[src/rtl/core/rgc_pkg.sv]
// ----------------------------------------------------------------------------
// rgc_pkg
// Shared types, widths and helpers for the readability grade counter.
// ----------------------------------------------------------------------------
`default_nettype none

package rgc_pkg;

	// counter width (8 to 24)
	localparam int COUNT_WIDTH = 16;

	// product of a 12-bit weight and a word count (COUNT_WIDTH+1 bits)
	localparam int PROD_W = COUNT_WIDTH + 13;
	// signed numerator 588*L - 2960*S - 1580*W
	localparam int NUM_W  = COUNT_WIDTH + 16;
	// rounding dividend 2*|num| + 100*W, also the quotient width
	localparam int DVD_W  = NUM_W + 1;
	// divisor 200*W
	localparam int DVS_W  = COUNT_WIDTH + 9;
	localparam int DCNT_W = $clog2(DVD_W);

	localparam int K_LETTER = 588;
	localparam int K_STOP   = 2960;
	localparam int K_WORD   = 1580;
	localparam int K_DEN2   = 200;

	localparam int IDX_W   = 22;
	localparam int IDX_POS = 2**(IDX_W-1) - 1;
	localparam int IDX_NEG = 2**(IDX_W-1);
	localparam int GN_W    = 5;
	localparam int GRADE_TOP = 16;

	localparam logic [1:0] CLS_BELOW = 2'd0;
	localparam logic [1:0] CLS_NUM   = 2'd1;
	localparam logic [1:0] CLS_TOP   = 2'd2;

	localparam logic [1:0] KIND_OTHER  = 2'd0;
	localparam logic [1:0] KIND_LETTER = 2'd1;
	localparam logic [1:0] KIND_SPACE  = 2'd2;
	localparam logic [1:0] KIND_STOP   = 2'd3;

	localparam int QDEPTH = 2;
	localparam int QPTR_W = (QDEPTH > 1) ? $clog2(QDEPTH) : 1;
	localparam int QCNT_W = $clog2(QDEPTH + 1);

	typedef logic [COUNT_WIDTH-1:0] count_t;

	typedef struct packed {
		count_t                 letters;
		count_t                 stops;
		logic [COUNT_WIDTH:0]   words;
	} job_t;

	function automatic logic [1:0] char_kind(input logic [7:0] c);
		logic [1:0] k;
		k = KIND_OTHER;
		if (c inside {[8'h41:8'h5A], [8'h61:8'h7A]})
			k = KIND_LETTER;
		else if (c inside {8'h20, [8'h09:8'h0D]})
			k = KIND_SPACE;
		else if (c inside {8'h2E, 8'h21, 8'h3F})
			k = KIND_STOP;
		return k;
	endfunction

	function automatic count_t sat_inc(input count_t v);
		return (v == '1) ? v : v + count_t'(1);
	endfunction

endpackage

`default_nettype wire

[src/rtl/core/rgc_in_if.sv]
// ----------------------------------------------------------------------------
// rgc_in_if
// Byte stream channel: one text byte and an end-of-text flag per beat.
// ----------------------------------------------------------------------------
`default_nettype none

interface rgc_in_if;
	logic       valid;
	logic       ready;
	logic [7:0] char_code;
	logic       last_char;

	modport source (output valid, char_code, last_char, input ready);
	modport sink   (input valid, char_code, last_char, output ready);
endinterface

`default_nettype wire

[src/rtl/core/rgc_out_if.sv]
// ----------------------------------------------------------------------------
// rgc_out_if
// Result channel: rounded index, grade class and grade number per beat.
// ----------------------------------------------------------------------------
`default_nettype none

interface rgc_out_if;
	import rgc_pkg::*;

	logic                    valid;
	logic                    ready;
	logic signed [IDX_W-1:0] grade_index;
	logic [1:0]              grade_class;
	logic [GN_W-1:0]         grade_number;

	modport source (output valid, grade_index, grade_class, grade_number, input ready);
	modport sink   (input valid, grade_index, grade_class, grade_number, output ready);
endinterface

`default_nettype wire

[src/rtl/core/rgc_front.sv]
// ----------------------------------------------------------------------------
// rgc_front
// Classifies each byte and keeps the saturating letter, space and stop
// counters; on the last byte hands the totals on as one job.
// ----------------------------------------------------------------------------
`default_nettype none

module rgc_front (
	input  wire logic          clk,
	input  wire logic          arst_n,
	rgc_in_if.sink             text_in,
	input  wire logic          q_full,
	output rgc_pkg::job_t      push_job,
	output logic               push
);
	import rgc_pkg::*;

	count_t     letter_q, space_q, stop_q;
	count_t     letter_nxt, space_nxt, stop_nxt;
	logic [1:0] kind;
	logic       accept;

	assign text_in.ready = !q_full;
	assign accept        = text_in.valid && text_in.ready;
	assign push          = accept && text_in.last_char;

	always_comb begin
		kind       = char_kind(text_in.char_code);
		letter_nxt = letter_q;
		space_nxt  = space_q;
		stop_nxt   = stop_q;
		case (kind)
			KIND_LETTER: letter_nxt = sat_inc(letter_q);
			KIND_SPACE:  space_nxt  = sat_inc(space_q);
			KIND_STOP:   stop_nxt   = sat_inc(stop_q);
			default:     ;
		endcase
		push_job.letters = letter_nxt;
		push_job.stops   = stop_nxt;
		push_job.words   = {1'b0, space_nxt} + (COUNT_WIDTH+1)'(1);
	end

	always_ff @(posedge clk or negedge arst_n) begin
		if (!arst_n) begin
			letter_q <= '0;
			space_q  <= '0;
			stop_q   <= '0;
		end else if (accept) begin
			if (text_in.last_char) begin
				letter_q <= '0;
				space_q  <= '0;
				stop_q   <= '0;
			end else begin
				letter_q <= letter_nxt;
				space_q  <= space_nxt;
				stop_q   <= stop_nxt;
			end
		end
	end

`ifndef ASSERT_OFF
	a_clear_after_last: assert property (@(posedge clk) disable iff (!arst_n)
		push |=> (letter_q == '0 && space_q == '0 && stop_q == '0))
		else $error("counters not cleared after last beat");
`endif

endmodule

`default_nettype wire

[src/rtl/core/rgc_queue.sv]
// ----------------------------------------------------------------------------
// rgc_queue
// Short job queue between the counting front and the arithmetic back.
// ----------------------------------------------------------------------------
`default_nettype none

module rgc_queue (
	input  wire logic          clk,
	input  wire logic          arst_n,
	input  wire logic          push,
	input  wire rgc_pkg::job_t push_job,
	output logic               full,
	input  wire logic          pop,
	output logic               head_valid,
	output rgc_pkg::job_t      head_job
);
	import rgc_pkg::*;

	job_t              job_q [QDEPTH];
	logic [QPTR_W-1:0] wr_ptr_q, rd_ptr_q;
	logic [QCNT_W-1:0] count_q;
	logic              do_push, do_pop;

	assign full       = (count_q == QCNT_W'(QDEPTH));
	assign head_valid = (count_q != '0);
	assign head_job   = job_q[rd_ptr_q];
	assign do_push    = push && !full;
	assign do_pop     = pop && head_valid;

	always_ff @(posedge clk) begin
		if (do_push)
			job_q[wr_ptr_q] <= push_job;
	end

	always_ff @(posedge clk or negedge arst_n) begin
		if (!arst_n) begin
			wr_ptr_q <= '0;
			rd_ptr_q <= '0;
			count_q  <= '0;
		end else begin
			if (do_push)
				wr_ptr_q <= (wr_ptr_q == QPTR_W'(QDEPTH-1)) ? '0 : wr_ptr_q + QPTR_W'(1);
			if (do_pop)
				rd_ptr_q <= (rd_ptr_q == QPTR_W'(QDEPTH-1)) ? '0 : rd_ptr_q + QPTR_W'(1);
			if (do_push && !do_pop)
				count_q <= count_q + QCNT_W'(1);
			else if (do_pop && !do_push)
				count_q <= count_q - QCNT_W'(1);
		end
	end

`ifndef ASSERT_OFF
	a_pop_drains: assert property (@(posedge clk) disable iff (!arst_n)
		(do_pop && !do_push) |=> (count_q == $past(count_q) - QCNT_W'(1)))
		else $error("queue occupancy wrong after pop");
`endif

endmodule

`default_nettype wire

[src/rtl/core/rgc_back.sv]
// ----------------------------------------------------------------------------
// rgc_back
// Takes a job, forms the index numerator, divides with rounding by a
// restoring radix-2 loop, grades the result and holds it for the sink.
// ----------------------------------------------------------------------------
`default_nettype none

module rgc_back (
	input  wire logic          clk,
	input  wire logic          arst_n,
	input  wire logic          head_valid,
	input  wire rgc_pkg::job_t head_job,
	output logic               pop,
	rgc_out_if.source          grade_out
);
	import rgc_pkg::*;

	localparam logic [2:0] ST_IDLE = 3'd0;
	localparam logic [2:0] ST_SUM  = 3'd1;
	localparam logic [2:0] ST_PREP = 3'd2;
	localparam logic [2:0] ST_DIV  = 3'd3;
	localparam logic [2:0] ST_DONE = 3'd4;

	logic [2:0]        state_q;
	logic [PROD_W-1:0] prod_l_q, prod_s_q, prod_w_q;
	logic [NUM_W-1:0]  num_q;
	logic [NUM_W-1:0]  mag;
	logic [DVS_W-1:0]  dvs_q;
	logic [DVD_W-1:0]  dvd_q;
	logic [DVS_W-1:0]  rem_q;
	logic [DVS_W:0]    trial;
	logic              take;
	logic [DCNT_W-1:0] cnt_q;
	logic              neg_q;

	logic                    out_valid_q;
	logic signed [IDX_W-1:0] idx_q;
	logic [1:0]              cls_q;
	logic [GN_W-1:0]         gnum_q;

	logic signed [IDX_W-1:0] idx_d;
	logic [1:0]              cls_d;
	logic [GN_W-1:0]         gnum_d;
	logic                    out_free;

	assign pop      = (state_q == ST_IDLE) && head_valid;
	assign out_free = !out_valid_q || grade_out.ready;

	assign mag   = num_q[NUM_W-1] ? (~num_q + NUM_W'(1)) : num_q;
	assign trial = {rem_q, dvd_q[DVD_W-1]};
	assign take  = (trial >= {1'b0, dvs_q});

	// quotient sits in dvd_q once the loop is done
	always_comb begin
		if (neg_q || dvd_q == '0) begin
			cls_d  = CLS_BELOW;
			gnum_d = '0;
		end else if (dvd_q < DVD_W'(GRADE_TOP)) begin
			cls_d  = CLS_NUM;
			gnum_d = dvd_q[GN_W-1:0];
		end else begin
			cls_d  = CLS_TOP;
			gnum_d = GN_W'(GRADE_TOP);
		end
		if (neg_q)
			idx_d = (dvd_q > DVD_W'(IDX_NEG)) ? IDX_W'(IDX_NEG) : -dvd_q[IDX_W-1:0];
		else
			idx_d = (dvd_q > DVD_W'(IDX_POS)) ? IDX_W'(IDX_POS) : dvd_q[IDX_W-1:0];
	end

	always_ff @(posedge clk) begin
		case (state_q)
			ST_IDLE: begin
				prod_l_q <= PROD_W'(head_job.letters) * PROD_W'(K_LETTER);
				prod_s_q <= PROD_W'(head_job.stops) * PROD_W'(K_STOP);
				prod_w_q <= PROD_W'(head_job.words) * PROD_W'(K_WORD);
				dvs_q    <= DVS_W'(head_job.words) * DVS_W'(K_DEN2);
			end
			ST_SUM: begin
				num_q <= NUM_W'(prod_l_q) - NUM_W'(prod_s_q) - NUM_W'(prod_w_q);
			end
			ST_PREP: begin
				neg_q <= num_q[NUM_W-1];
				// 2*|num| + den, so that floor(dvd / 2den) rounds half away
				dvd_q <= {mag, 1'b0} + DVD_W'(dvs_q[DVS_W-1:1]);
				rem_q <= '0;
			end
			ST_DIV: begin
				rem_q <= take ? DVS_W'(trial - {1'b0, dvs_q}) : trial[DVS_W-1:0];
				dvd_q <= {dvd_q[DVD_W-2:0], take};
			end
			default: ;
		endcase
		if (state_q == ST_DONE && out_free) begin
			idx_q  <= idx_d;
			cls_q  <= cls_d;
			gnum_q <= gnum_d;
		end
	end

	always_ff @(posedge clk or negedge arst_n) begin
		if (!arst_n) begin
			state_q     <= ST_IDLE;
			cnt_q       <= '0;
			out_valid_q <= 1'b0;
		end else begin
			if (state_q == ST_DONE && out_free)
				out_valid_q <= 1'b1;
			else if (out_valid_q && grade_out.ready)
				out_valid_q <= 1'b0;
			case (state_q)
				ST_IDLE: begin
					if (head_valid)
						state_q <= ST_SUM;
				end
				ST_SUM:  state_q <= ST_PREP;
				ST_PREP: begin
					cnt_q   <= '0;
					state_q <= ST_DIV;
				end
				ST_DIV: begin
					cnt_q <= cnt_q + DCNT_W'(1);
					if (cnt_q == DCNT_W'(DVD_W-1))
						state_q <= ST_DONE;
				end
				ST_DONE: begin
					if (out_free)
						state_q <= ST_IDLE;
				end
				default: state_q <= ST_IDLE;
			endcase
		end
	end

	assign grade_out.valid        = out_valid_q;
	assign grade_out.grade_index  = idx_q;
	assign grade_out.grade_class  = cls_q;
	assign grade_out.grade_number = gnum_q;

`ifndef ASSERT_OFF
	a_result_from_done: assert property (@(posedge clk) disable iff (!arst_n)
		$rose(out_valid_q) |-> $past(state_q == ST_DONE))
		else $error("result raised outside completion");
	a_numbered_range: assert property (@(posedge clk) disable iff (!arst_n)
		(out_valid_q && cls_q == CLS_NUM) |->
		(gnum_q != '0 && gnum_q < GN_W'(GRADE_TOP)))
		else $error("numbered grade out of range");
	a_div_count: assert property (@(posedge clk) disable iff (!arst_n)
		(state_q == ST_DIV) |-> (cnt_q <= DCNT_W'(DVD_W-1)))
		else $error("division step count overran");
`endif

endmodule

`default_nettype wire

[src/rtl/core/readability_grade_counter.sv]
// Readability grade counter (Coleman-Liau index).
// Throughput: one text byte per cycle while the queue is not full, set by the
//   counter stage; the divider starts a text only after handing on the one before.
// A finished text waits in the queue (two may wait there), then passes the
//   product, sum, prep and one-bit-a-cycle divide steps to the result register.
// Reset (arst_n low): counters, queue, divider state and result valid clear at once.
`default_nettype none

module readability_grade_counter (
	input  wire logic  clk,
	input  wire logic  arst_n,
	rgc_in_if.sink     text_in,
	rgc_out_if.source  grade_out
);
	import rgc_pkg::*;

	job_t push_job, head_job;
	logic push, q_full, pop, head_valid;

	rgc_front u_front (
		.clk      (clk),
		.arst_n   (arst_n),
		.text_in  (text_in),
		.q_full   (q_full),
		.push_job (push_job),
		.push     (push)
	);

	rgc_queue u_queue (
		.clk        (clk),
		.arst_n     (arst_n),
		.push       (push),
		.push_job   (push_job),
		.full       (q_full),
		.pop        (pop),
		.head_valid (head_valid),
		.head_job   (head_job)
	);

	rgc_back u_back (
		.clk        (clk),
		.arst_n     (arst_n),
		.head_valid (head_valid),
		.head_job   (head_job),
		.pop        (pop),
		.grade_out  (grade_out)
	);

endmodule

`default_nettype wire

[src/flat_wrapper.sv]
// flat-port wrapper written by rule: the top's interface ports become plain ports
module readability_grade_counter_flat import rgc_pkg::*;
  (clk, arst_n, text_in_valid, text_in_char_code, text_in_last_char, text_in_ready, grade_out_valid, grade_out_grade_index, grade_out_grade_class, grade_out_grade_number, grade_out_ready);
  rgc_in_if text_in_i ();
  rgc_out_if grade_out_i ();
  input  wire logic clk;
  input  wire logic arst_n;
  input wire logic [$bits(text_in_i.valid)-1:0] text_in_valid;
  input wire logic [$bits(text_in_i.char_code)-1:0] text_in_char_code;
  input wire logic [$bits(text_in_i.last_char)-1:0] text_in_last_char;
  output wire logic [$bits(text_in_i.ready)-1:0] text_in_ready;
  output wire logic [$bits(grade_out_i.valid)-1:0] grade_out_valid;
  output wire logic [$bits(grade_out_i.grade_index)-1:0] grade_out_grade_index;
  output wire logic [$bits(grade_out_i.grade_class)-1:0] grade_out_grade_class;
  output wire logic [$bits(grade_out_i.grade_number)-1:0] grade_out_grade_number;
  input wire logic [$bits(grade_out_i.ready)-1:0] grade_out_ready;
  assign text_in_i.valid = text_in_valid;
  assign text_in_i.char_code = text_in_char_code;
  assign text_in_i.last_char = text_in_last_char;
  assign text_in_ready = text_in_i.ready;
  assign grade_out_valid = grade_out_i.valid;
  assign grade_out_grade_index = grade_out_i.grade_index;
  assign grade_out_grade_class = grade_out_i.grade_class;
  assign grade_out_grade_number = grade_out_i.grade_number;
  assign grade_out_i.ready = grade_out_ready;
  readability_grade_counter u_core (.clk(clk), .arst_n(arst_n), .text_in(text_in_i), .grade_out(grade_out_i));
endmodule
[config.mk]
export PLATFORM = sky130hd
export DESIGN_NAME = readability_grade_counter_flat
export DESIGN_NICKNAME = d
export VERILOG_FILES = /design/src/rtl/core/rgc_pkg.sv /design/src/rtl/core/rgc_in_if.sv /design/src/rtl/core/rgc_out_if.sv /design/src/rtl/core/rgc_front.sv /design/src/rtl/core/rgc_queue.sv /design/src/rtl/core/rgc_back.sv /design/src/rtl/core/readability_grade_counter.sv /design/src/flat_wrapper.sv
export SDC_FILE = /design/constraint.sdc
export NUM_CORES = 1
export LEC_CHECK = 0
export BUFFER_PORTS_ARGS = -buffer_cell sky130_fd_sc_hd__buf_2
export CORE_UTILIZATION = 33
export CTS_CLUSTER_SIZE = 28
export DETAILED_ROUTE_END_ITERATION = 6
export SYNTH_ARGS = -nofsm -noshare
export SYNTH_HDL_FRONTEND = slang
export SYNTH_SLANG_ARGS = --single-unit
[constraint.sdc]
create_clock -name clk -period 29.8 [get_ports clk]
set_input_delay 2.98 -clock clk [delete_from_list [all_inputs] [get_ports clk]]
set_output_delay 2.98 -clock clk [all_outputs]
set_load 0.02 [all_outputs]
==> reports/metrics.cfg <==
[timing]
timing.final.ws_setup_ns=23.94
hold_viol=0
drv_slew=0
timing.final.crit_period_ns=5.86
fin_crit_sh=0.197
rsz0062_at_grt=false
slew_headroom=0.266
fmax_ghz=0.171
worst_pin_slew_ns=1.10
fin_skew_ns=0.0443
setup_violations=0
finalSetupTns_ns=0

[cts]
cts_made_buffers=45
cts_sinks=371
clkTransAtPathRegs_ns=0.06
clock_latency_ns=0.60
root_buffer=clkbuf_16
cts_resized=0
cts_buffer_depth=3
holdBufCountCts=0
cts_tree=yes
post_cts_buffers=0
htreeDepth=2

[drt]
ant_nets=0
wire_per_inst_um=15.0
routed-via-count=19600
drc=0
first_pass_iters=5
drt-initial-drc-count=1012
viasPerCell=4.89
postRouteWirelength_um=60300

[die]
io_pins=44
die_h_um=297
rows=107
core_um2=85700
initial_core_util=0.335
dieWidth_um=297
die_area_um2=88200

[finish]
area_delta_synth_final_pct=10.7
nFillCells=8549
num_antenna_cells=0
register_area_um2=10800
multiInputGateArea_um2=16300
final_nets=3298
finalInstanceArea_um2=31800
fin_util=0.371
drive_gt1_frac=0.0776

[run_status]
status=complete, no violations

[setup_path]
worstPathArrival_ns=6.19
ff2ff_setup_slack_ns=23.94
startpoint_type=flop
required_ns=30.14
path_max_fanout=38
critPathKind=reg -> reg
end_kind=flop

[global_route]
grt_max_degree=67
antenna_found_initial=0
first_global_vias=18800
grt_overflow=0
grt_pass1_wl_um=98400
track_usage=0.135

[hold_path]
hp-class=reg -> reg

[yosys]
synthDistinctLibCells=85
netlist.top_cell.by_area=edfxtp_1
synth_mux_area_frac=0.0272
synthAdderAreaFrac=0.225
synth_most_common_cell=inv_1
syn-instance-count=2794
yosys-top-cells-area=edfxtp_1, ha_1, fa_1, dfrtp_1, xnor2_1
synth_xor_area_frac=0.0690
synth_fp_nets=3254
synth_edf_count=309
synth_top_family_by_area=adder cells
synth_seq_cells=371
synth_compound_area_frac=0.131
yosysWarnings=0
async_reset_ff_frac=0.167
netlist_area_um2=28700
synthSimpleGateAreaFrac=0.116
synth_top_cell_area_share=0.323
seq_area_frac_synth=0.377
synthFlopType=edfxtp_1
avgSynthCellArea_um2=10.3
synth_common_cells=inv_1, ha_1, edfxtp_1

[flow_run]
drv_cap=0

[placed_design]
place_worst_setup_slack_ns=23.41
portBuffers=43
gp_congestion=0.862
hpwlAfterDp_um=46500
placed_cell_area_um2=30200

[layout make-up]
| type | count | share of cell area |
|---|---|---|
| multi-input combinational | 2007 | 0.514 |
| sequential | 371 | 0.341 |
| tap | 1144 | 0.0450 |
| inverter | 356 | 0.0421 |
| clock buffer | 50 | 0.0363 |
| clock inverter | 32 | 0.0120 |
| timing repair buffer | 57 | 0.0101 |
[path summary, 6_finish.rpt]
path,to,from,cells past startpoint
worst max-delay path,u_core.u_back.prod_s_q[27]$_DFFE_PP_,u_core.u_queue.rd_ptr_q$_DFFE_PN0P_,20
worst min-delay path,u_core.u_front.space_q[14]$_DFFE_PN0P_,u_core.u_front.space_q[14]$_DFFE_PN0P_,2
worst max register to register,u_core.u_back.prod_s_q[27]$_DFFE_PP_,u_core.u_queue.rd_ptr_q$_DFFE_PN0P_,20
worst min register to register,u_core.u_front.space_q[14]$_DFFE_PN0P_,u_core.u_front.space_q[14]$_DFFE_PN0P_,2
max in group asynchronous,u_core.u_queue.rd_ptr_q$_DFFE_PN0P_,arst_n,2
min in group asynchronous,u_core.u_front.stop_q[13]$_DFFE_PN0P_,arst_n,1
[layer usage]
| metal | up-vias | track usage | routed length (um) |
|---|---|---|---|
| met3 | 82 | 0.0181 | 2590 |
| met1 | 9246 | 0.194 | 29800 |
| met2 | 332 | 0.214 | 26600 |
| li1 | 9980 | - | - |
| met4 | 0 | 0.0320 | 1290 |
| met5 | - | 0 | 0 |
[kinds of logic after synthesis]
logic type	count (synthesis)
buffers and inverters	416
XOR/XNOR	226
AO/OA/AOI/OAI	577
flip-flops	371
AND/OR/NAND/NOR	685
adder cells (fa/ha/maj)	447
multiplexers	72
[cell usage in the layout, fill, tap and decap left out, drive strengths merged, types with 62 or more instances in the layout]
cell type  Yosys  final
fa           114    114
nor2         180    180
xnor2        166    166
dfrtp         62     62
ha           333    333
inv          355    358
nand3         66     66
edfxtp       309    309
a21oi        141    141
nand2        199    199
o21ai        159    159
[registers in the layout, summed over array words and instances, names as in the netlist, 22 cells and up]
register and cells:
u_core.u_back.dvs_q 22, u_core.u_back.rem_q 25, u_core.u_queue.job_q 98, u_core.u_back.num_q 28, u_core.u_back.grade_out.grade_index 22, u_core.u_back.prod_l_q 24, u_core.u_back.prod_s_q 24, u_core.u_back.dvd_q 33
u_core.u_back.prod_w_q 25
[stage by stage]
step                      hold slack, ns  cells
after floorplan                    0.461   2794
after global placement             0.498   3935
after detailed placement           0.511   3935
after CTS                          0.526   4017
after global routing               0.548   4017
final                              0.519   4017
[critical path, stage by stage, from the launching register on]
cell      delay, ns
dfrtp_2        0.56
buf_4          0.51
mux2_2         0.46
ha_1           0.31
ha_1           0.27
inv_1          0.06
fa_1           0.54
inv_1          0.06
fa_1           0.56
inv_1          0.07
fa_1           0.46
nor2b_1        0.12
o21ai_0        0.10
a21boi_0       0.26
o21ai_0        0.15
a21oi_1        0.28
a41oi_1        0.20
a21oi_1        0.24
a21o_1         0.16
a21oi_1        0.07
xnor2_1        0.13
Power is not shown: default switching activity piles up to over one toggle a cycle in this logic, so the estimate is an artifact.
